## config.mk

```make
export PLATFORM = sky130hd
export DESIGN_NAME = distance_vector_route_merge_top
export DESIGN_NICKNAME = d
export VERILOG_FILES = /design/src/hdl/dvrm_pkg.sv /design/src/hdl/distance_vector_route_merge_top.sv /design/src/hdl/dvrm_front.sv /design/src/hdl/dvrm_queue.sv /design/src/hdl/dvrm_back.sv
export VERILOG_INCLUDE_DIRS = /design/src /design/src/hdl
export SDC_FILE = /design/constraint.sdc
export NUM_CORES = 1
export LEC_CHECK = 0
export BUFFER_PORTS_ARGS = -buffer_cell sky130_fd_sc_hd__clkbuf_2
export CAP_MARGIN = 10
export CORE_MARGIN = 4
export CORE_UTILIZATION = 30
export CTS_CLUSTER_DIAMETER = 120
export DETAILED_ROUTE_END_ITERATION = 7
export GPL_TIMING_DRIVEN = 0
export HOLD_SLACK_MARGIN = 0.15
export MAX_ROUTING_LAYER = met4
export SLEW_MARGIN = 10
export SYNTH_ARGS = -nofsm -noshare
export SYNTH_HDL_FRONTEND = slang
export SYNTH_SLANG_ARGS = --single-unit
```

## constraint.sdc

```tcl
create_clock -name i_clk -period 9.3 [get_ports i_clk]
set_input_delay 0 -clock i_clk [delete_from_list [all_inputs] [get_ports i_clk]]
set_output_delay 0 -clock i_clk [all_outputs]
set_load 0.05 [all_outputs]
```

## src/hdl/assert_macros.svh

```systemverilog
// assertion macros used by the file that carries checks
// no dependencies
`ifndef ASSERT_MACROS_SVH
`define ASSERT_MACROS_SVH

// plain property checked on every rising clock edge outside reset
`define AST_HOLD(lbl, clk, rst_n, prop, msg) \
    lbl: assert property (@(posedge clk) disable iff (!rst_n) (prop)) else $error(msg);

// overlapping implication checked outside reset
`define AST_IMPL(lbl, clk, rst_n, ante, cons, msg) \
    lbl: assert property (@(posedge clk) disable iff (!rst_n) (ante) |-> (cons)) \
        else $error(msg);

`endif

```

## src/hdl/dvrm_pkg.sv

```systemverilog
// types and constants of the distance-vector route merge engine
// used by every module of the block; no dependencies
package dvrm_pkg;

    localparam int ID_W          = 6;
    localparam int CFG_IDX_W     = 1;
    localparam int CFG_DATA_W    = 64;
    localparam int DEF_NODES     = 64;
    localparam int DEF_DIST_BITS = 6;
    localparam int Q_DEPTH       = 2;

    localparam logic [CFG_IDX_W-1:0] REG_SELF_ID       = 1'd0;
    localparam logic [CFG_IDX_W-1:0] REG_NEIGHBOR_MASK = 1'd1;

    localparam logic OP_ADV  = 1'b0;
    localparam logic OP_READ = 1'b1;

    typedef struct packed {
        logic            op;
        logic [ID_W-1:0] neighbor;
        logic [ID_W-1:0] dest;
        logic [ID_W-1:0] adv_dist;
        logic            last;
    } t_in_beat;

    typedef struct packed {
        logic [ID_W-1:0] out_dest;
        logic            present;
        logic [ID_W-1:0] route_hop;
        logic [ID_W-1:0] dist_res;
        logic            updated;
        logic            run_changed;
        logic            out_last;
    } t_out_beat;

    // classified item handed from front to back
    typedef struct packed {
        logic            op;
        logic            in_range;
        logic [ID_W-1:0] neighbor;
        logic [ID_W-1:0] dest;
        logic [ID_W-1:0] adv_dist;
        logic            last;
        logic            fb_valid;
        logic [ID_W-1:0] fb_hop;
        logic            fb_one;
    } t_cmd;

    typedef struct packed {
        logic clearing;
    } t_back_stat;

endpackage

```

## src/hdl/distance_vector_route_merge_top.sv

```systemverilog
// an input beat passes the queue slot, the back end command register and result register
// the back end reads the table then merges and writes, then takes the next queued beat
// reset: synchronous, active low; a clearing pass then empties every route table entry,
// input is stalled meanwhile, configuration writes are taken throughout
// depends on dvrm_pkg, dvrm_front, dvrm_queue, dvrm_back and assert_macros.svh
`include "assert_macros.svh"

module distance_vector_route_merge_top #(
    parameter int NODES = dvrm_pkg::DEF_NODES
) (
    input  logic                            i_clk,
    input  logic                            i_rst_n,
    input  logic                            i_cfg_we,
    input  logic [dvrm_pkg::CFG_IDX_W-1:0]  i_cfg_idx,
    input  logic [dvrm_pkg::CFG_DATA_W-1:0] i_cfg_data,
    input  logic                            i_in_valid,
    output logic                            o_in_stall,
    input  dvrm_pkg::t_in_beat              i_in_data,
    output logic                            o_out_valid,
    input  logic                            i_out_stall,
    output dvrm_pkg::t_out_beat             o_out_data
);

    logic                 push;
    dvrm_pkg::t_cmd       f_cmd;
    logic                 q_full;
    logic                 q_valid;
    logic                 q_pop;
    dvrm_pkg::t_cmd       q_cmd;
    dvrm_pkg::t_back_stat stat;

    dvrm_front #(
        .NODES (NODES)
    ) u_front (
        .i_clk      (i_clk),
        .i_rst_n    (i_rst_n),
        .i_cfg_we   (i_cfg_we),
        .i_cfg_idx  (i_cfg_idx),
        .i_cfg_data (i_cfg_data),
        .i_in_valid (i_in_valid),
        .o_in_stall (o_in_stall),
        .i_in_data  (i_in_data),
        .i_q_full   (q_full),
        .i_stat     (stat),
        .o_push     (push),
        .o_cmd      (f_cmd)
    );

    dvrm_queue u_queue (
        .i_clk   (i_clk),
        .i_rst_n (i_rst_n),
        .i_push  (push),
        .i_cmd   (f_cmd),
        .o_full  (q_full),
        .o_valid (q_valid),
        .i_pop   (q_pop),
        .o_cmd   (q_cmd)
    );

    dvrm_back #(
        .NODES (NODES)
    ) u_back (
        .i_clk       (i_clk),
        .i_rst_n     (i_rst_n),
        .i_q_valid   (q_valid),
        .i_q_cmd     (q_cmd),
        .o_q_pop     (q_pop),
        .o_stat      (stat),
        .o_out_valid (o_out_valid),
        .i_out_stall (i_out_stall),
        .o_out_data  (o_out_data)
    );

    `AST_IMPL(a_no_accept_clear, i_clk, i_rst_n, push, !stat.clearing, "beat taken while clearing")
    `AST_IMPL(a_no_pop_clear, i_clk, i_rst_n, q_pop, q_valid && !stat.clearing, "bad queue pop")
    `AST_IMPL(a_upd_present, i_clk, i_rst_n, o_out_valid && o_out_data.updated, o_out_data.present, "update without route")
    `AST_IMPL(a_run_on_last, i_clk, i_rst_n, o_out_valid && o_out_data.run_changed, o_out_data.out_last, "run change off last beat")

endmodule

```

## src/hdl/dvrm_front.sv

```systemverilog
// front end: configuration registers, input acceptance and classification
// depends on dvrm_pkg
module dvrm_front #(
    parameter int NODES = dvrm_pkg::DEF_NODES
) (
    input  logic                             i_clk,
    input  logic                             i_rst_n,
    input  logic                             i_cfg_we,
    input  logic [dvrm_pkg::CFG_IDX_W-1:0]   i_cfg_idx,
    input  logic [dvrm_pkg::CFG_DATA_W-1:0]  i_cfg_data,
    input  logic                             i_in_valid,
    output logic                             o_in_stall,
    input  dvrm_pkg::t_in_beat               i_in_data,
    input  logic                             i_q_full,
    input  dvrm_pkg::t_back_stat             i_stat,
    output logic                             o_push,
    output dvrm_pkg::t_cmd                   o_cmd
);

    logic [dvrm_pkg::ID_W-1:0]       r_self_id;
    logic [dvrm_pkg::CFG_DATA_W-1:0] r_nb_mask;

    always_ff @(posedge i_clk) begin
        if (!i_rst_n) begin
            r_self_id <= '0;
            r_nb_mask <= '0;
        end else if (i_cfg_we) begin
            unique case (i_cfg_idx)
                dvrm_pkg::REG_SELF_ID: begin
                    r_self_id <= i_cfg_data[dvrm_pkg::ID_W-1:0];
                end
                dvrm_pkg::REG_NEIGHBOR_MASK: begin
                    r_nb_mask <= i_cfg_data;
                end
                default: begin
                end
            endcase
        end
    end

    assign o_in_stall = i_q_full | i_stat.clearing;
    assign o_push     = i_in_valid & ~o_in_stall;

    always_comb begin
        o_cmd.op       = i_in_data.op;
        o_cmd.in_range = (32'(i_in_data.dest) < NODES);
        o_cmd.neighbor = i_in_data.neighbor;
        o_cmd.dest     = i_in_data.dest;
        o_cmd.adv_dist = i_in_data.adv_dist;
        o_cmd.last     = i_in_data.last;
        o_cmd.fb_valid = 1'b0;
        o_cmd.fb_hop   = '0;
        o_cmd.fb_one   = 1'b0;
        // fallback route: self first, then direct link
        priority if (i_in_data.dest == r_self_id) begin
            o_cmd.fb_valid = 1'b1;
            o_cmd.fb_hop   = r_self_id;
        end else if (r_nb_mask[i_in_data.dest]) begin
            o_cmd.fb_valid = 1'b1;
            o_cmd.fb_hop   = i_in_data.dest;
            o_cmd.fb_one   = 1'b1;
        end
    end

endmodule

```

## src/hdl/dvrm_queue.sv

```systemverilog
// short queue of classified items between front and back
// depends on dvrm_pkg
module dvrm_queue (
    input  logic           i_clk,
    input  logic           i_rst_n,
    input  logic           i_push,
    input  dvrm_pkg::t_cmd i_cmd,
    output logic           o_full,
    output logic           o_valid,
    input  logic           i_pop,
    output dvrm_pkg::t_cmd o_cmd
);

    localparam int DEPTH = dvrm_pkg::Q_DEPTH;
    localparam int PTR_W = (DEPTH > 1) ? $clog2(DEPTH) : 1;
    localparam int CNT_W = $clog2(DEPTH + 1);

    dvrm_pkg::t_cmd   r_slot [DEPTH];
    logic [PTR_W-1:0] r_wr_ptr;
    logic [PTR_W-1:0] r_rd_ptr;
    logic [CNT_W-1:0] r_cnt;
    logic             do_push;
    logic             do_pop;

    assign o_full  = (r_cnt == CNT_W'(DEPTH));
    assign o_valid = (r_cnt != '0);
    assign o_cmd   = r_slot[r_rd_ptr];
    assign do_push = i_push & ~o_full;
    assign do_pop  = i_pop & o_valid;

    always_ff @(posedge i_clk) begin
        if (!i_rst_n) begin
            r_wr_ptr <= '0;
            r_rd_ptr <= '0;
            r_cnt    <= '0;
        end else begin
            if (do_push) begin
                r_wr_ptr <= (r_wr_ptr == PTR_W'(DEPTH - 1)) ? '0 : r_wr_ptr + PTR_W'(1);
            end
            if (do_pop) begin
                r_rd_ptr <= (r_rd_ptr == PTR_W'(DEPTH - 1)) ? '0 : r_rd_ptr + PTR_W'(1);
            end
            if (do_push && !do_pop) begin
                r_cnt <= r_cnt + CNT_W'(1);
            end else if (do_pop && !do_push) begin
                r_cnt <= r_cnt - CNT_W'(1);
            end
        end
    end

    always_ff @(posedge i_clk) begin
        if (do_push) begin
            r_slot[r_wr_ptr] <= i_cmd;
        end
    end

endmodule

```

## src/hdl/dvrm_back.sv

```systemverilog
// back end: route table memory, merge, run-change flag and result register
// depends on dvrm_pkg
module dvrm_back #(
    parameter int NODES = dvrm_pkg::DEF_NODES
) (
    input  logic                 i_clk,
    input  logic                 i_rst_n,
    input  logic                 i_q_valid,
    input  dvrm_pkg::t_cmd       i_q_cmd,
    output logic                 o_q_pop,
    output dvrm_pkg::t_back_stat o_stat,
    output logic                 o_out_valid,
    input  logic                 i_out_stall,
    output dvrm_pkg::t_out_beat  o_out_data
);

    localparam int IDX_W = (NODES > 1) ? $clog2(NODES) : 1;
    localparam int DW    = dvrm_pkg::DEF_DIST_BITS;
    localparam int IW    = dvrm_pkg::ID_W;
    localparam int EW    = 1 + IW + DW;
    localparam int CW    = (DW >= IW) ? DW + 1 : IW + 1;
    localparam logic [DW-1:0] DIST_MAX = '1;

    localparam logic [1:0] ST_CLEAR = 2'd0;
    localparam logic [1:0] ST_IDLE  = 2'd1;
    localparam logic [1:0] ST_EXEC  = 2'd2;

    logic [EW-1:0]    r_mem [NODES];
    logic [EW-1:0]    r_rd;
    dvrm_pkg::t_cmd   r_cmd;
    logic [1:0]       r_state;
    logic [1:0]       n_state;
    logic [IDX_W-1:0] r_clr_cnt;
    logic             r_flag;
    logic             n_flag;
    logic             r_out_valid;
    dvrm_pkg::t_out_beat r_out;
    dvrm_pkg::t_out_beat n_out;

    logic             pop;
    logic             done;
    logic             wr_en;
    logic [IDX_W-1:0] wr_addr;
    logic [EW-1:0]    wr_data;
    logic [IDX_W-1:0] ex_idx;
    logic             eff_valid;
    logic [IW-1:0]    eff_hop;
    logic [DW-1:0]    eff_dist;
    logic [CW-1:0]    cand_w;
    logic [DW-1:0]    cand;
    logic             upd;
    logic             run_any;

    assign pop         = (r_state == ST_IDLE) & i_q_valid;
    assign o_q_pop     = pop;
    assign o_stat.clearing = (r_state == ST_CLEAR);
    assign done        = (r_state == ST_EXEC) & (~r_out_valid | ~i_out_stall);
    assign ex_idx      = IDX_W'(r_cmd.dest);
    assign o_out_valid = r_out_valid;
    assign o_out_data  = r_out;

    always_comb begin
        // effective route of an in-range destination: stored entry, else fallback; a shorter advertisement replaces it
        eff_valid = 1'b0;
        eff_hop   = '0;
        eff_dist  = '0;
        if (r_cmd.in_range) begin
            if (r_rd[EW-1]) begin
                eff_valid = 1'b1;
                eff_hop   = r_rd[EW-2 -: IW];
                eff_dist  = r_rd[DW-1:0];
            end else if (r_cmd.fb_valid) begin
                eff_valid = 1'b1;
                eff_hop   = r_cmd.fb_hop;
                eff_dist  = r_cmd.fb_one ? DW'(1) : '0;
            end
        end
        cand_w = CW'(r_cmd.adv_dist) + CW'(1);
        cand   = (cand_w > CW'(DIST_MAX)) ? DIST_MAX : DW'(cand_w);
        upd    = r_cmd.in_range & (r_cmd.op == dvrm_pkg::OP_ADV)
               & (~eff_valid | (cand < eff_dist));
        if (upd) begin
            eff_valid = 1'b1;
            eff_hop   = r_cmd.neighbor;
            eff_dist  = cand;
        end
        run_any = r_flag | upd;
        n_flag  = run_any & ~r_cmd.last;

        n_out.out_dest    = r_cmd.dest;
        n_out.present     = eff_valid;
        n_out.route_hop   = eff_hop;
        n_out.dist_res    = IW'(eff_dist);
        n_out.updated     = upd;
        n_out.run_changed = r_cmd.last & run_any;
        n_out.out_last    = r_cmd.last;
    end

    always_comb begin
        wr_en   = 1'b0;
        wr_addr = ex_idx;
        wr_data = {1'b1, r_cmd.neighbor, cand};
        if (r_state == ST_CLEAR) begin
            wr_en   = 1'b1;
            wr_addr = r_clr_cnt;
            wr_data = '0;
        end else if (done && upd) begin
            wr_en = 1'b1;
        end
    end

    always_comb begin
        n_state = r_state;
        unique case (r_state)
            ST_CLEAR: begin
                if (r_clr_cnt == IDX_W'(NODES - 1)) n_state = ST_IDLE;
            end
            ST_IDLE: begin
                if (pop) n_state = ST_EXEC;
            end
            ST_EXEC: begin
                if (done) n_state = ST_IDLE;
            end
            default: begin
                n_state = ST_IDLE;
            end
        endcase
    end

    always_ff @(posedge i_clk) begin
        if (!i_rst_n) begin
            r_state     <= ST_CLEAR;
            r_clr_cnt   <= '0;
            r_flag      <= 1'b0;
            r_out_valid <= 1'b0;
        end else begin
            r_state <= n_state;
            if (r_state == ST_CLEAR) begin
                r_clr_cnt <= r_clr_cnt + IDX_W'(1);
            end
            if (done) begin
                r_flag      <= n_flag;
                r_out_valid <= 1'b1;
            end else if (!i_out_stall) begin
                r_out_valid <= 1'b0;
            end
        end
    end

    always_ff @(posedge i_clk) begin
        if (pop) begin
            r_cmd <= i_q_cmd;
            r_rd  <= r_mem[IDX_W'(i_q_cmd.dest)];
        end
        if (done) begin
            r_out <= n_out;
        end
    end

    always_ff @(posedge i_clk) begin
        if (wr_en) begin
            r_mem[wr_addr] <= wr_data;
        end
    end

endmodule
```

======== Word level (Yosys, flattened, before mapping) ========
Memory sizes are Yosys's and may differ from the RTL's. A register that Yosys moved wholly into a read port is not among the register bits.
Index checks and enable logic that the tools add are counted.
operators by class
  mux-type cells .......................... 38
  reductions and logical operators ........ 11
  $lt $le $gt $ge ......................... 3
  add/sub/neg operators ................... 6
  bitwise logic cells ..................... 21
  equal/unequal tests ..................... 9
operator list
  cell                                                                          count
  6-bit two-way mux                                                             10
  1-bit two-way mux                                                             18
  13-bit two-way mux                                                            1
  2-bit two-way mux                                                             5
  1-bit AND                                                                     9
  8-bit two-way mux                                                             1
  1-bit NOT                                                                     8
  6-bit by 1-bit adder with 7-bit output, second input constant                 1
  7-bit by 6-bit > comparator with 1-bit output, second input constant          1
  6-bit by 7-bit less-than comparator with 1-bit output, second input constant  1
  7-bit two-way mux                                                             1
  6-bit by 1-bit adder with 6-bit output, second input constant                 1
  1-bit binary-select mux with 6-bit select                                     1
  6-bit == test                                                                 1
  6-bit == test, second input constant                                          1
  6-bit less-than comparator                                                    1
  2-bit by 1-bit inequality test with 1-bit output, second input constant       3
  2-bit one-hot mux with 3 select lines                                         1
  2-bit == test, second input constant                                          2
  1-bit bitwise OR                                                              4
  2-bit AND reduction                                                           2
  2-bit nonzero test                                                            2
  1-bit logical AND                                                             3
  3-bit AND reduction                                                           1
  7 further kinds                                                               9
word-level totals
  output and inout bits ................... 24
  flip-flop bits (word level) ............. 135
  memories kept ........................... 2
  memory bits (writable) .................. 888
memory list
  memory          words  width  rd ports  clocked after Yosys merged registers in  write ports  RTL line          source
  u_back.r_mem    64     13     1         1                                        1            dvrm_back.sv:28   logic [EW-1:0] r_mem [NODES];
  u_queue.r_slot  2      28     1         1                                        1            dvrm_queue.sv:18  dvrm_pkg::t_cmd r_slot [DEPTH];

======== Logic depth before layout (Yosys ltp) ========
Gate-level depths: netlist (run 1).
  depth in word-level cells ............... 12
  gate-level depth with buffers ........... 15
  mapped depth without buffers ............ 14

======== Hierarchy ========
From an unflattened synthesis (run 1), not the netlist that was laid out.
second synthesis, totals
  cells, all modules ...................... 2183
  area total of the unflattened synthesis .. 40812.9 µm²
modules (own cells, without submodules)
  module      sequential area each (µm²)  area each (µm²)  times used  cells each
  dvrm_back   27106.0                     34848.4          1           1623
  dvrm_front  1401.3                      3639.7           1           445
  dvrm_queue  1841.8                      2324.7           1           115

======== Worst setup path before layout (run 1) ========
OpenSTA, ideal clock, no wires.
  path kind ............................... register -> register
  start ................................... register u_back.r_cmd[10] (netlist bit)
  end ..................................... memory u_back.r_mem[11][0] (netlist bit) (enable)
  setup slack ............................. 4.941 ns
  clock period less this slack ............ 4.359 ns
  cell stages (with the launch flop) ...... 16
  arrival ................................. 3.959 ns
  required time ........................... 8.900 ns
  cell sequence ........................... edfxtp_1 ha_1 nor2b_1 a21oi_1 nor3_1 nand2_1 a21oi_1 inv_1 ha_1 o211ai_1 a22oi_1 a2111o_1 a31oi_2 a31oi_1 buf_2 nor3_1
on the way
  cells in the longest elaborated chain, start to end .. 11
ends and longest elaborated chain
  element                                        RTL line          source
  start, declared                                dvrm_back.sv:30   dvrm_pkg::t_cmd r_cmd;
  start signal, assigned                         dvrm_back.sv:152  r_cmd <= i_q_cmd;
  6-bit by 1-bit adder with 7-bit output *       dvrm_back.sv:78   cand_w = CW'(r_cmd.adv_dist) + CW'(1);
  7-bit by 6-bit > comparator with 1-bit output  dvrm_back.sv:79   cand = (cand_w > CW'(DIST_MAX)) ? DIST_MAX : DW'(cand_w);
  6-bit two-way mux *                            dvrm_back.sv:79
  6-bit less-than comparator *                   dvrm_back.sv:81   & (~eff_valid | (cand < eff_dist));
  1-bit bitwise OR *                             dvrm_back.sv:81
  1-bit AND *                                    dvrm_back.sv:81
  1-bit logical AND *                            dvrm_back.sv:107  end else if (done && upd) begin
  1-bit two-way mux *                            dvrm_back.sv:107
  1-bit two-way mux *                            dvrm_back.sv:103  if (r_state == ST_CLEAR) begin
  1-bit two-way mux *                            dvrm_back.sv:161  if (wr_en) begin
  1-bit two-way mux (not written as such) *      dvrm_back.sv:162  r_mem[wr_addr] <= wr_data;
  end, declared                                  dvrm_back.sv:28
Every way passes the cells marked *; elsewhere a longest branch is shown, timed or not.

======== Worst setup path after layout (run 1) ========
  start ................................... register u_back.r_cmd[10] (netlist bit)
  end ..................................... memory u_back.r_mem[23][7] (netlist bit) (enable)
The elaborated chain is that of the path after synthesis.

==> flow_summary.ini, run 1 <==
[sta]
fin_crit_ns = 5.25
whs_ns = 0.184
rsz0062_at_grt = false
fmaxAchievable_ghz = 0.191
worst_slack_ns = 4.05
hold_viol = 0
setup_violations = 0
maxSlewViolCount = 0
worst_pin_slew_ns = 1.24
fin_setup_tns_ns = 0
min_period_over_period = 0.564
fin_skew_ns = 0.0274
relSlewSlack = 0.170

[routing]
firstDrtPassIters = 6
vias = 28400
drt_wl_total_mm = 124
drcViolationCount = 0
wl_per_cell_um = 22.1
via_per_inst = 5.07
postRouteAntennaNets = 0
drt_iter0_drc = 3015

[floorplanning]
core-area_um2 = 138000
pin_count = 114
die_width_um = 381
fp.dieH_um = 381
fp-row-count = 136
start_util = 0.303
die_area_um2 = 145000

[critical_path]
worstPathRequired_ns = 9.59
path_class = reg2reg
crit_path_end_kind = flip-flop
cp_max_fo = 13
worstPathArrival_ns = 5.53
startpoint_type = flip-flop

[power_and_ir_drop]
p_int_mw = 7.77
power.density_nw_per_um2 = 187
p_clk_frac = 0.455
p_leak_nw = 18.3
p_total_mw = 9.72
vdd_ir_drop_max_mv = 0.152
pwr-share-comb = 0.023
seq_power_share = 0.521
switchingPower_mw = 1.94
p_sw_frac = 0.200

[global_routing]
grt.met2_usage = 0.273
grt_pass1_vias = 27800
met1_usage = 0.214
grt_max_degree = 65
grt_overflow_total = 0
grt_pass1_wl_mm = 180
grtUsageTotal = 0.169
grtUsageMet3 = 0.0254
antenna_found_initial = 14
top_usage_layer = met2

[cts]
clockBufferDepth = 3
cts_root_buf = clkbuf_16
path_clk_slew_ns = 0.06
postCtsHoldBufs = 232
clk_latency_ns = 0.68
h-tree-depth = 3
post_cts_buffers = 0
cts_buffers = 108
cts_resized = 0
cts.sinks = 1036
cts_tree = done

[logic_synthesis]
ys_seq_elements = 1036
syn_nets = 3284
async_reset_ff_frac = 0
synthDistinctLibCells = 56
synth_cells = 3187
synth.top_cell.area_share = 0.684
synth_ff_type = edfxtp_1
yosysWarnings = 0
synth_edf_count = 951
synth_area_leaders = edfxtp_1, nand2_1, nand3_1
synth_area_um2 = 41800
synth_seq_area_share = 0.725
yosysTopAreaCell = edfxtp_1
synth.avg_cell_area_um2 = 13.1

[placed_design]
io_buffer_count = 112
place.gp.congestion = 0.946
dp_hpwl_mm = 81.6
post-place-ws_ns = 3.97

[cells_and_area]
drive_above_1_share = 0.147
seqCellArea_um2 = 30300
nNetsFinal = 3804
layout_common_cells = edfxtp_1, nand2_1, nand3_1, dlygate4sd3_1, clkbuf_1
fillCellCount = 12900
syn_to_final_growth_pct = 24.2
multi_input_area_um2 = 10900
layout_commonest_cell = edfxtp_1

[flow_run]
cap_violations = 0

[outcome]
status = complete, no violations

[min_path]
hp-class = in2reg
-- routing by layer --
layer / share of wire / up-vias
met2: 0.48 / 1265
li1: - / 12700
met1: 0.40 / 14100
met3: 0.072 / 358
met4: 0.045 / 0
met5: 0 / -
-- synth_stat cells (3+ instances only) --
master      n
clkbuf_1  116
mux2_1      3
buf_2      50
a22o_1      8
xor2_1      5
a21boi_0   68
o21ai_1     5
nand3_1   431
and3_1      5
a21oi_1   121
xnor2_1    11
nand3b_1    5
dfxtp_1    85
nand2b_1    5
buf_6       3
nor2b_1    16
nor2_1     45
nand4_1    15
nor3b_1     3
edfxtp_1  951
nand2_1   900
nor3_1     44
a221oi_1    3
inv_1      20
ha_1        7
mux4_2     54
o21ai_0    34
buf_1      23
mux2_2     29
o21a_1      5
a22oi_1     5
or3_1       8
a31oi_1     5
and2_1     24
o22ai_1    26
inv_2       3
mux4_1     14
mux2i_1    10
-- power groups by stage --
stage / logic [mW] / clock network [mW] / registers (mW)
after floorplan: 0.0745 / 0 / 5.16
after global placement: 0.130 / 0 / 5.16
after detailed placement: 0.140 / 0 / 5.16
after CTS: 0.212 / 4.47 / 5.06
after global routing: 0.240 / 4.69 / 5.07
final: 0.228 / 4.42 / 5.07
-- sequential cells by signal, summed over array words and instances (netlist names), 2 cells and up, named ones only --
register           cells
u_back.ex_idx          6
u_back.r_state         2
u_back.r_clr_cnt       6
u_back.o_out_data     22
u_queue.r_slot        56
u_queue.r_cnt          2
u_front.r_self_id      6
u_back.r_cmd          21
u_front.r_nb_mask     64
u_back.r_mem         832
u_back.r_rd           13
-- worst paths after layout --
kind	slack (ns)	cells after the start	end	start
max	4.05	15	u_back.r_mem[23][7]$_DFFE_PP_	u_back.r_cmd[10]$_DFFE_PP_
min	0.18	4	u_front.r_self_id[1]$_SDFFE_PN0P_	i_cfg_data[1]
max reg2reg	4.05	15	u_back.r_mem[23][7]$_DFFE_PP_	u_back.r_cmd[10]$_DFFE_PP_
min reg2reg	0.47	2	u_back.r_flag$_SDFFE_PN0P_	u_back.r_flag$_SDFFE_PN0P_
-- worst max-delay path, stage by stage, from the launching register on --
cell	delay (ns)
edfxtp_1	0.49
ha_1	0.28
nor2b_1	0.16
a21oi_1	0.09
nor3_1	0.25
nand2_1	0.08
a21oi_1	0.42
inv_1	0.10
ha_1	0.32
o211ai_1	0.19
a22oi_1	0.15
a2111o_1	0.46
nand3_1	0.13
a21oi_1	0.30
clkbuf_1	0.42
nor2_1	1.03
-- cell type report --
type | count | area share
inverters | 23 | 0.00167
diodes | 11 | 0.000531
repair buffers | 410 | 0.0745
multi-input cells | 1933 | 0.210
clock buffers | 127 | 0.0551
plain buffers | 195 | 0.0163
clock inverters | 75 | 0.0148
flip-flops and latches | 1036 | 0.584
well taps | 1794 | 0.0433
-- metrics by stage --
| stage | std cells | instance area (µm²) | utilization |
|---|---|---|---|
| finish | 5604 | 51900 | 0.376 |
| global route | 5604 | 51900 | 0.376 |
| CTS | 5593 | 51800 | 0.376 |
| detailed placement | 5159 | 45900 | 0.333 |
| global placement | 5093 | 44600 | 0.323 |
| floorplan | 3187 | 41800 | - |
-- logic make-up (layout without fill, tap and decap cells) --
group	Yosys count	count (layout)	synth area share
adder cells (fa/ha/maj)	7	7	0.00210
XOR/XNOR	17	17	0.00375
AND/OR/NAND/NOR	1506	1506	0.155
other	0	11	0
flip-flops	1036	1036	0.725
buffers and inverters	218	830	0.0222
AO/OA/AOI/OAI	292	292	0.0430
multiplexers	111	111	0.0493
(Power assumes the default switching activity.)
==> run 2: changes to the inputs <==
==> constraint.sdc (replaced) <==
create_clock -name i_clk -period 4.5 [get_ports i_clk]
set_input_delay 0 -clock i_clk [delete_from_list [all_inputs] [get_ports i_clk]]
set_output_delay 0 -clock i_clk [all_outputs]
set_load 0.05 [all_outputs]
==> run 2 against run 1 <==
Clock-buffer cell count unchanged; die area unchanged; clock power increased by 110%; critical path depth decreased by 1; cell count increased by 0.87%; non-clock buffer count increased by 52; first-iteration DRC count decreased by 0.20%; maximum frequency increased by 22%; via count increased by 0.85%; total power increased by 110%.
==> flow_summary.ini, run 2 (same netlist as run 1, synthesis figures left out) <==
[outcome]
status = complete, no violations

[power_and_ir_drop]
power.density_nw_per_um2 = 380
switchingPower_mw = 4.00
p_leak_nw = 18.8
p_total_mw = 20.1
p_sw_frac = 0.199
p_clk_frac = 0.454
vdd_ir_drop_max_mv = 0.315
pwr-share-comb = 0.024
p_int_mw = 16.1
seq_power_share = 0.522

[cells_and_area]
fin_area_um2 = 52900
nNetsFinal = 3856
final_cells = 5653
final_core_util = 0.384
layout_common_cells = edfxtp_1, nand2_1, nand3_1, dlygate4sd3_1, clkbuf_1
drive_above_1_share = 0.163
syn_to_final_growth_pct = 26.6
fillCellCount = 12700
top_register = u_back.r_mem
reg_top3 = u_back.r_mem (832), u_front.r_nb_mask (64), u_queue.r_slot (56)
largest_register_ffs = 832
layout_commonest_cell = edfxtp_1

[placed_design]
post-place-ws_ns = -0.832
place.gp.congestion = 0.946
io_buffer_count = 112
dp_hpwl_mm = 81.6
dpl_cell_area_um2 = 45900
place_inst = 5159

[critical_path]
worst-path-buf-inv = 3
worstPathRequired_ns = 4.87
worstPathArrival_ns = 4.67
cp-startpoint = u_back.r_cmd[10]$_DFFE_PP_
r2r_start = u_back.r_cmd[10]$_DFFE_PP_
rr_worst_depth = 14
cp_num_cells = 14
crit_path_max_incr_delay_ns = 0.48
path_class = reg2reg
startpoint_type = flip-flop
cp_slowest_cell = a2111o_1
crit_path_end_kind = flip-flop
cp_top_family = compound AO/OA/AOI/OAI gates
cp_max_fo = 10
crit_path_cell_trace = ha_1 -> and3_1 -> nand3_2 -> and2_1 -> inv_1 -> ha_1 -> o211ai_1 -> a22oi_1 -> a2111o_1 -> a31oi_4 -> a31oi_4 -> buf_4 -> nor3_4 -> buf_4

[floorplanning]
fp-row-count = 136
core-area_um2 = 138000
start_util = 0.303
die_width_um = 381
pin_count = 114
die_area_um2 = 145000
fp.dieH_um = 381

[routing]
postRouteAntennaNets = 0
via_per_inst = 5.07
vias = 28700
firstDrtPassIters = 5
drcViolationCount = 0
drt_wl_total_mm = 125
wl_per_cell_um = 22.0
drt_iter0_drc = 3009

[cts]
cts_buffers = 108
cts_tree = done
clockBufferDepth = 3
cts.sinks = 1036
h-tree-depth = 3
clk_latency_ns = 0.68
path_clk_slew_ns = 0.06
cts_root_buf = clkbuf_16

[sta]
worst_slack_ns = 0.199
fin_crit_ns = 4.30
setup_violations = 0
worst_pin_slew_ns = 1.44
fmaxAchievable_ghz = 0.233
maxSlewViolCount = 0
rsz0062_at_grt = false
min_period_over_period = 0.956
hold_viol = 0
relSlewSlack = 0.0387
fin_skew_ns = 0.0246

[global_routing]
antenna_found_initial = 9
grt_max_degree = 65
grtUsageTotal = 0.170
grt_pass1_wl_mm = 181
grt_overflow_total = 0
grt_pass1_vias = 27900

[flow_run]
cap_violations = 0

[min_path]
min_from = i_cfg_data[1]
hold_depth = 4
hp-class = in2reg
-- run 2: cell type report --
class / count / area, µm² / share of cell area
flip-flops and latches: 1036 / 30300 / 0.572
multi-input cells: 1933 / 11300 / 0.214
repair buffers: 462 / 4490 / 0.0849
clock buffers: 127 / 2860 / 0.0541
well taps: 1794 / 2240 / 0.0424
plain buffers: 195 / 858 / 0.0162
clock inverters: 75 / 766 / 0.0145
inverters: 23 / 86.3 / 0.00163
diodes: 8 / 20.0 / 0.000379
-- run 2: per-stage QoR --
step	hold WS, ns	setup TNS (ns)
after floorplan	0.0989	0
after global placement	0.193	-2621.43
after detailed placement	0.195	-312.44
after CTS	0.152	0
after global routing	0.198	0
final	0.184	0
-- run 2: worst paths after layout --
check / end / slack [ns]
setup reg to reg: u_back.r_mem[28][8]$_DFFE_PP_ / 0.20
hold / removal: u_front.r_self_id[1]$_SDFFE_PN0P_ / 0.18
hold reg to reg: u_back.r_flag$_SDFFE_PN0P_ / 0.47
setup / recovery: u_back.r_mem[28][8]$_DFFE_PP_ / 0.20
-- run 2: worst reg2reg max path, stage by stage (launching register included) --
cell      delay [ns]
edfxtp_1        0.42
ha_1            0.25
and3_1          0.23
nand3_2         0.21
and2_1          0.30
inv_1           0.08
ha_1            0.27
o211ai_1        0.32
a22oi_1         0.15
a2111o_1        0.48
a31oi_4         0.26
a31oi_4         0.19
buf_4           0.29
nor3_4          0.29
buf_4           0.26
-- run 2: power by group through the flow --
stage	clock network [mW]	registers, mW	logic (mW)
global route	9.69	10.5	0.510
floorplan	0	10.7	0.154
CTS	9.24	10.5	0.445
finish	9.12	10.5	0.484
detailed placement	0	10.7	0.288
global placement	0	10.7	0.268
-- run 2: what timing repair did --
item,CTS,global route
gates resized for setup,68,24
endpoints found under the setup margin,783,620
endpoints found under the hold margin,211,0
hold buffers,232,0
setup buffers,23,29
pin swaps,21,25
-- run 2: per-layer routing --
metal  share of wire  global-route usage  up-vias
met1            0.40               0.215    14200
met4           0.046              0.0735        0
met2            0.49               0.274     1308
li1                -                   -    12800
met5               0                   -        -
met3           0.072              0.0253      353
